===== src/rtl/core/tida_pkg.sv =====
// Shared types, constants and preset contents of the tag association table.
`timescale 1ns / 1ps

package tida_pkg;

    localparam int TABLE_DEPTH = 32;
    localparam int IDX_W = $clog2(TABLE_DEPTH);
    localparam int CNT_W = $clog2(TABLE_DEPTH + 1);
    localparam int KEY_W = 32;
    localparam int CLS_W = 4;
    localparam int FILL_W = 6;
    localparam int PRESET_COUNT = 4;

    localparam logic ACT_LOOKUP = 1'b0;
    localparam logic ACT_REGISTER = 1'b1;

    localparam logic [1:0] ST_LOOKUP = 2'd0;
    localparam logic [1:0] ST_UPDATED = 2'd1;
    localparam logic [1:0] ST_ADDED = 2'd2;
    localparam logic [1:0] ST_FULL = 2'd3;

    typedef struct packed {
        logic             action;
        logic [KEY_W-1:0] tag_key;
        logic [CLS_W-1:0] class_value;
    } t_in_word;

    typedef struct packed {
        logic              hit;
        logic [CLS_W-1:0]  class_out;
        logic [1:0]        status;
        logic [FILL_W-1:0] fill_level;
    } t_out_word;

    // Request travelling down the chain, with what it has found so far.
    typedef struct packed {
        logic             valid;
        logic             action;
        logic [KEY_W-1:0] tag_key;
        logic [CLS_W-1:0] class_value;
        logic             found;
        logic [CLS_W-1:0] class_out;
        logic             added;
    } t_probe;

    function automatic logic [KEY_W-1:0] preset_key(input logic [IDX_W-1:0] idx);
        logic [KEY_W-1:0] key;
        case (idx)
            IDX_W'(0): key = 32'h0453_453B;
            IDX_W'(1): key = 32'h045B_2B3B;
            IDX_W'(2): key = 32'h04DA_413B;
            IDX_W'(3): key = 32'h04FF_333B;
            default:   key = '0;
        endcase
        return key;
    endfunction

    function automatic logic [CLS_W-1:0] preset_class(input logic [IDX_W-1:0] idx);
        logic [CLS_W-1:0] cls;
        case (idx)
            IDX_W'(0): cls = 4'd2;
            IDX_W'(1): cls = 4'd8;
            IDX_W'(2): cls = 4'd4;
            IDX_W'(3): cls = 4'd1;
            default:   cls = '0;
        endcase
        return cls;
    endfunction

endpackage


===== src/rtl/core/tag_id_association_table_unit.sv =====
// Top level of the tag association table: request chain, fill count and output stage.
`timescale 1ns / 1ps

// Maps 32-bit tags to 4-bit classes in a row of TABLE_DEPTH entry cells. An accepted
// word walks the row one cell per cycle, then its result passes through a pending
// register into the output register. The next word is taken only once that result
// has moved from the pending register into the output register, so a word is not
// accepted while the previous one is in the chain. A finished result may wait in the
// output register while the next word is already being accepted. After reset the
// table holds four preset tags and reports a fill level of four.
module tag_id_association_table_unit
    import tida_pkg::*;
(
    input  logic      i_clk,
    input  logic      i_rst_n,
    input  logic      i_valid,
    output logic      o_stall,
    input  t_in_word  i_word,
    output logic      o_valid,
    input  logic      i_stall,
    output t_out_word o_word
);

    t_probe           w_probe [TABLE_DEPTH+1];
    t_probe           w_end;
    logic             w_accept;
    logic             w_pend_move;
    logic             r_busy;
    logic [CNT_W-1:0] r_count;
    logic [CNT_W-1:0] n_count;
    logic             r_pend_valid;
    t_out_word        r_pend;
    t_out_word        n_pend;
    logic             r_out_valid;
    t_out_word        r_out;

    assign w_accept    = i_valid && !r_busy;
    assign w_pend_move = r_pend_valid && (!r_out_valid || !i_stall);

    always_comb begin
        w_probe[0]             = '0;
        w_probe[0].valid       = w_accept;
        w_probe[0].action      = i_word.action;
        w_probe[0].tag_key     = i_word.tag_key;
        w_probe[0].class_value = i_word.class_value;
    end

    for (genvar g = 0; g < TABLE_DEPTH; g++) begin : g_cell
        tida_cell u_cell (
            .i_clk   (i_clk),
            .i_rst_n (i_rst_n),
            .i_index (IDX_W'(g)),
            .i_count (r_count),
            .i_probe (w_probe[g]),
            .o_probe (w_probe[g+1])
        );
    end

    assign w_end = w_probe[TABLE_DEPTH];

    always_comb begin
        n_count = r_count + CNT_W'(w_end.added);
        n_pend.hit        = w_end.found;
        n_pend.class_out  = w_end.class_out;
        n_pend.fill_level = FILL_W'(n_count);
        if (w_end.action == ACT_LOOKUP) begin
            n_pend.status = ST_LOOKUP;
        end else if (w_end.found) begin
            n_pend.status = ST_UPDATED;
        end else if (w_end.added) begin
            n_pend.status = ST_ADDED;
        end else begin
            n_pend.status = ST_FULL;
        end
    end

    always_ff @(posedge i_clk) begin
        if (!i_rst_n) begin
            r_busy       <= 1'b0;
            r_count      <= CNT_W'(PRESET_COUNT);
            r_pend_valid <= 1'b0;
            r_out_valid  <= 1'b0;
        end else begin
            if (w_accept) begin
                r_busy <= 1'b1;
            end else if (w_pend_move) begin
                r_busy <= 1'b0;
            end
            if (w_end.valid) begin
                r_count      <= n_count;
                r_pend_valid <= 1'b1;
            end else if (w_pend_move) begin
                r_pend_valid <= 1'b0;
            end
            if (w_pend_move) begin
                r_out_valid <= 1'b1;
            end else if (!i_stall) begin
                r_out_valid <= 1'b0;
            end
        end
    end

    always_ff @(posedge i_clk) begin
        if (w_end.valid) begin
            r_pend <= n_pend;
        end
        if (w_pend_move) begin
            r_out <= r_pend;
        end
    end

    assign o_stall = r_busy;
    assign o_valid = r_out_valid;
    assign o_word  = r_out;

`ifndef NO_ASSERTIONS
    a_count_range: assert property (@(posedge i_clk) disable iff (!i_rst_n)
        r_count <= CNT_W'(TABLE_DEPTH))
        else $error("fill count beyond table depth");

    a_pend_busy: assert property (@(posedge i_clk) disable iff (!i_rst_n)
        r_pend_valid |-> r_busy)
        else $error("pending result without a word in flight");

    a_end_busy: assert property (@(posedge i_clk) disable iff (!i_rst_n)
        w_end.valid |-> (r_busy && !r_pend_valid))
        else $error("chain end reached with no word in flight or result slot taken");

    a_count_step: assert property (@(posedge i_clk) disable iff (!i_rst_n)
        (w_end.valid && w_end.added) |=> (r_count == $past(r_count) + CNT_W'(1)))
        else $error("fill count not advanced on append");
`endif

endmodule


===== src/rtl/core/tida_cell.sv =====
// One table entry: compares, updates or appends as a request passes through.
`timescale 1ns / 1ps

module tida_cell
    import tida_pkg::*;
(
    input  logic             i_clk,
    input  logic             i_rst_n,
    input  logic [IDX_W-1:0] i_index,
    input  logic [CNT_W-1:0] i_count,
    input  t_probe           i_probe,
    output t_probe           o_probe
);

    logic [KEY_W-1:0] r_key;
    logic [CLS_W-1:0] r_class;
    t_probe           r_probe;
    t_probe           n_probe;
    logic             w_filled;
    logic             w_match;
    logic             w_append;

    assign w_filled = CNT_W'(i_index) < i_count;
    assign w_match  = i_probe.valid && !i_probe.found && w_filled && (r_key == i_probe.tag_key);
    // The first empty slot is this cell when its index equals the fill count.
    assign w_append = i_probe.valid && !i_probe.found && (i_probe.action == ACT_REGISTER)
                      && (CNT_W'(i_index) == i_count);

    always_comb begin
        n_probe = i_probe;
        if (w_match) begin
            n_probe.found = 1'b1;
            if (i_probe.action == ACT_LOOKUP) begin
                n_probe.class_out = r_class;
            end
        end
        if (w_append) begin
            n_probe.added = 1'b1;
        end
    end

    always_ff @(posedge i_clk) begin
        if (!i_rst_n) begin
            r_key   <= preset_key(i_index);
            r_class <= preset_class(i_index);
        end else if (w_append) begin
            r_key   <= i_probe.tag_key;
            r_class <= i_probe.class_value;
        end else if (w_match && i_probe.action == ACT_REGISTER) begin
            r_class <= i_probe.class_value;
        end
    end

    always_ff @(posedge i_clk) begin
        if (!i_rst_n) begin
            r_probe.valid <= 1'b0;
        end else begin
            r_probe.valid <= n_probe.valid;
        end
        r_probe.action      <= n_probe.action;
        r_probe.tag_key     <= n_probe.tag_key;
        r_probe.class_value <= n_probe.class_value;
        r_probe.found       <= n_probe.found;
        r_probe.class_out   <= n_probe.class_out;
        r_probe.added       <= n_probe.added;
    end

    assign o_probe = r_probe;

endmodule


===== config.mk =====
export PLATFORM = sky130hd
export DESIGN_NAME = tag_id_association_table_unit
export DESIGN_NICKNAME = d
export VERILOG_FILES = /design/src/rtl/core/tida_pkg.sv /design/src/rtl/core/tag_id_association_table_unit.sv /design/src/rtl/core/tida_cell.sv
export SDC_FILE = /design/constraint.sdc
export NUM_CORES = 2
export LEC_CHECK = 0
export BUFFER_PORTS_ARGS = -buffer_cell sky130_fd_sc_hd__buf_2
export CORE_ASPECT_RATIO = 1.1
export CORE_UTILIZATION = 55
export DETAILED_ROUTE_END_ITERATION = 12
export GPL_ROUTABILITY_DRIVEN = 0
export PLACE_DENSITY = 0.71
export SYNTH_ARGS = -nofsm -noshare
export SYNTH_HDL_FRONTEND = slang
export SYNTH_SLANG_ARGS = --single-unit
export TNS_END_PERCENT = 20

===== constraint.sdc =====
create_clock -name i_clk -period 2.9 [get_ports i_clk]
set_input_delay 0.29 -clock i_clk [delete_from_list [all_inputs] [get_ports i_clk]]
set_output_delay 0.29 -clock i_clk [all_outputs]
set_load 0.03 [all_outputs]

==> flow_metrics.tcl <==
set metrics [dict create \
    via_per_inst 5.304 \
    postRouteAntennaNets 0 \
    power.leakage_nw 35.74 \
    cts.sinks 2559 \
    critPathLaunch "r_count[2]$_SDFFE_PN1P_" \
    setup_viol 0 \
    synth_ff_type "dfxtp_1" \
    cts_made_buffers 233 \
    cts_tree "done" \
    ys_seq_area_share_pct 61.28 \
    detailed_place_hpwl_microns 138900 \
    fin_tns_setup_ns 0 \
    fin_skew_ns 0.02893 \
    postLayoutCoreUtil_pct 62.68 \
    critPathRequiredTime_ns 3.63 \
    synth_edf_count 26 \
    avgSynthCellArea_sq_um 9.979 \
    hold_path.class "in2reg" \
    grt_start_max_net_pins 159 \
    io_pins 56 \
    r2r_end "g_cell[5].u_cell.o_probe[4]$_DFF_P_" \
    drt_iter0_drc 3832 \
    start_util_pct 55.34 \
    clockBufferDepth 3 \
    r2r-start "r_count[2]$_SDFFE_PN1P_" \
    die_h_microns 412.0 \
    grt_pass1_wl_microns 308100 \
    nFillCells 11820 \
    syn_nets 8464 \
    crit_family "simple AND/OR/NAND/NOR gates" \
    slowest_delay_ns 0.53 \
    ys_types 82 \
    drive_gt1_share_pct 8.787 \
    critical_path_peak_fanout 13 \
    netlist_instances 8421 \
    drt-total-wl_microns 199700 \
    clk_pin_slew_ns 0.06 \
    drc_errors 0 \
    cts_root_buffer "clkbuf_16" \
    post-route-min-period_ns 2.772 \
    gr-total-overflow 0 \
    routedWlPerCell_microns 18.69 \
    grt_pass1_vias 54680 \
    crit_slowest_cell "dfxtp_1" \
    maxSlewHeadroom_pct 39.01 \
    cp.arrival_ns 3.50 \
    endpoint_kind "flop" \
    tightest_slew_ns 0.9148 \
    place_area_sq_mm 0.08662 \
    io_buffers 55 \
    finalPower_w 0.07014 \
    maxSlewViolCount 0 \
    dieArea_sq_mm 0.1543 \
    coreArea_sq_mm 0.1518 \
    fin_area_sq_mm 0.09517 \
    status "finished, final reports clean" \
    peakVddDrop_uv 584.0 \
    max_cap_viol_count 0 \
    critPathBufInv 1 \
    areaGrowthSynthToFinish_pct 13.26 \
    start_kind "flop" \
    ys_async_sr_fraction_pct 0 \
    ys_ff_latch 2559 \
    fmaxAchievable_mhz 360.7 \
    ff2ff_setup_slack_ns 0.13 \
    crit_type "reg2reg" \
    firstDrtPassIters 6 \
    rows 150 \
    netlist_area_sq_mm 0.08403 \
    powerDensity_mw_per_mm2 737.0 \
    finalCritPeriodShare_pct 95.59 \
    crit_chain "buf_4 -> and2_1 -> o211ai_1 -> nor4_1 -> nand4_1 -> nor2_1 -> mux2_2" \
    crit_cells 7 \
    clkLatencyLatePin_ns 0.85 \
    route.vias.total 56670 \
    antenna_found_initial 4 \
    h-tree-depth 4 \
    fp.dieW_microns 374.7 \
    rr_worst_depth 7 \
    ys_warn_count 0 \
    rsz0062_at_grt "false" \
    grt_usage_pct 25.29 \
    crit_path_end "g_cell[5].u_cell.o_probe[4]$_DFF_P_" \
    final_nets 8547 \
    finalHoldViolCount 0 \
]
-- synth_stat cells (65+ instances only) --
cell type	number	area share (%)
mux2i_1	117	1.4
mux2_2	121	1.6
dfxtp_1	2533	60
nand2_1	2156	9.6
nand4_1	167	1.2
nor4_1	147	1.1
clkbuf_1	354	1.6
nand3_1	159	0.95
nor2_1	118	0.53
xor2_1	482	5.0
xnor2_1	509	5.3
nand2b_1	65	0.48
a21oi_1	972	5.8
-- metal layers --
metal / up-vias / share of wire [%] / track usage (%)
met5: - / 0 / 0
met4: 0 / 4.1 / 11.13
met3: 381 / 4.2 / 3.615
met2: 1310 / 49 / 43.64
met1: 27090 / 42 / 31.44
li1: 27890 / - / -
-- state kept, by name, indices dropped and copies added, names as in the netlist --
register and flops:
g_cell.u_cell.o_probe 1372, g_cell.u_cell.r_key 1024, r_pend_valid 1, r_count 6, r_pend 13, o_stall 1
o_word 13, o_valid 1, g_cell.u_cell.r_class 128
-- final cells by class --
cell class              count  area (sq um)  area share, %
clock inverters            89          1131          1.189
diodes                      2         5.005       0.005259
flip-flops and latches   2559         51490          54.11
inverters                  53         206.4         0.2169
clock buffers             348          6999          7.355
repair buffers            233          1971          2.071
multi-input cells        5424         30890          32.46
well taps                1976          2472          2.598
-- metrics by stage --
step / instances / setup slack, ns / hold WS [ns]
floorplan: 8421 / 0.6107 / 0.3177
global placement: 10210 / 0.2238 / 0.3362
detailed placement: 10210 / 0.1799 / 0.3371
CTS: 10680 / 0.1512 / 0.08024
global route: 10680 / 0.001379 / 0.08336
finish: 10680 / 0.1279 / 0.1304
-- worst min path at each step --
stage	startpoint	end	slack [ns]	cells after the start
after detailed placement	g_cell[26].u_cell.o_probe[8]$_DFF_P_	g_cell[27].u_cell.o_probe[8]$_DFF_P_	0.34	0
after floorplan	i_word[4]	g_cell[0].u_cell.o_probe[10]$_DFF_P_	0.32	0
after global placement	g_cell[21].u_cell.o_probe[8]$_DFF_P_	g_cell[22].u_cell.o_probe[8]$_DFF_P_	0.34	0
after global routing	i_word[30]	g_cell[0].u_cell.o_probe[36]$_DFF_P_	0.08	2
after CTS	i_word[28]	g_cell[0].u_cell.o_probe[34]$_DFF_P_	0.08	2
final	i_word[30]	g_cell[0].u_cell.o_probe[36]$_DFF_P_	0.13	2
-- cells by family (layout without fill, tap and decap cells) --
logic type,count (synthesis),after routing,synth area share [%]
AOI/OAI and AO/OA,1112,1112,7.046
xor gates and xnor gates,991,991,10.33
adders and majority gates,2,2,0.02978
buffers and inverters,438,723,2.018
DFF,2559,2559,61.28
muxes,253,253,3.234
other,0,2,0
and+or+nand+nor,3066,3066,16.07
-- cells in the final DEF, fill, tap and decap left out, types with 14 or more instances in the layout --
master         count
xor2_1           482
o211ai_1          44
mux2_2           121
nor4_1           145
and3_1            14
nand2_1         2156
clkbuf_16        238
nor2_1           110
nand4_1          167
buf_2             54
inv_1             52
nor2b_1           50
nand3_1          159
clkinv_2          40
buf_12            20
and2_1            46
nor3_1            32
bufinv_16         20
or2_2             19
and4_1            24
buf_4            118
xnor2_1          509
a21oi_1          972
dfxtp_1         2532
nand2b_1          65
dlygate4sd3_1     40
mux2i_1          117
edfxtp_1          26
clkbuf_1          47
o21ai_0           27
clkbuf_8          64
-- power by group --
group          switching, W  internal (W)
clock network        0.0132        0.0185
logic              0.000729      0.000570
registers           0.00106        0.0361
total                0.0150        0.0551
-- what timing repair did --
| action | in CTS | in global routing |
|---|---|---|
| hold buffers | 40 | 0 |
| setup endpoints to repair | 0 | 12 |
| resized for setup | 0 | 2 |
| buffers inserted | 0 | 0 |
| endpoints found under the hold margin | 110 | 0 |
Note: power is estimated with default switching activity, not from simulation.
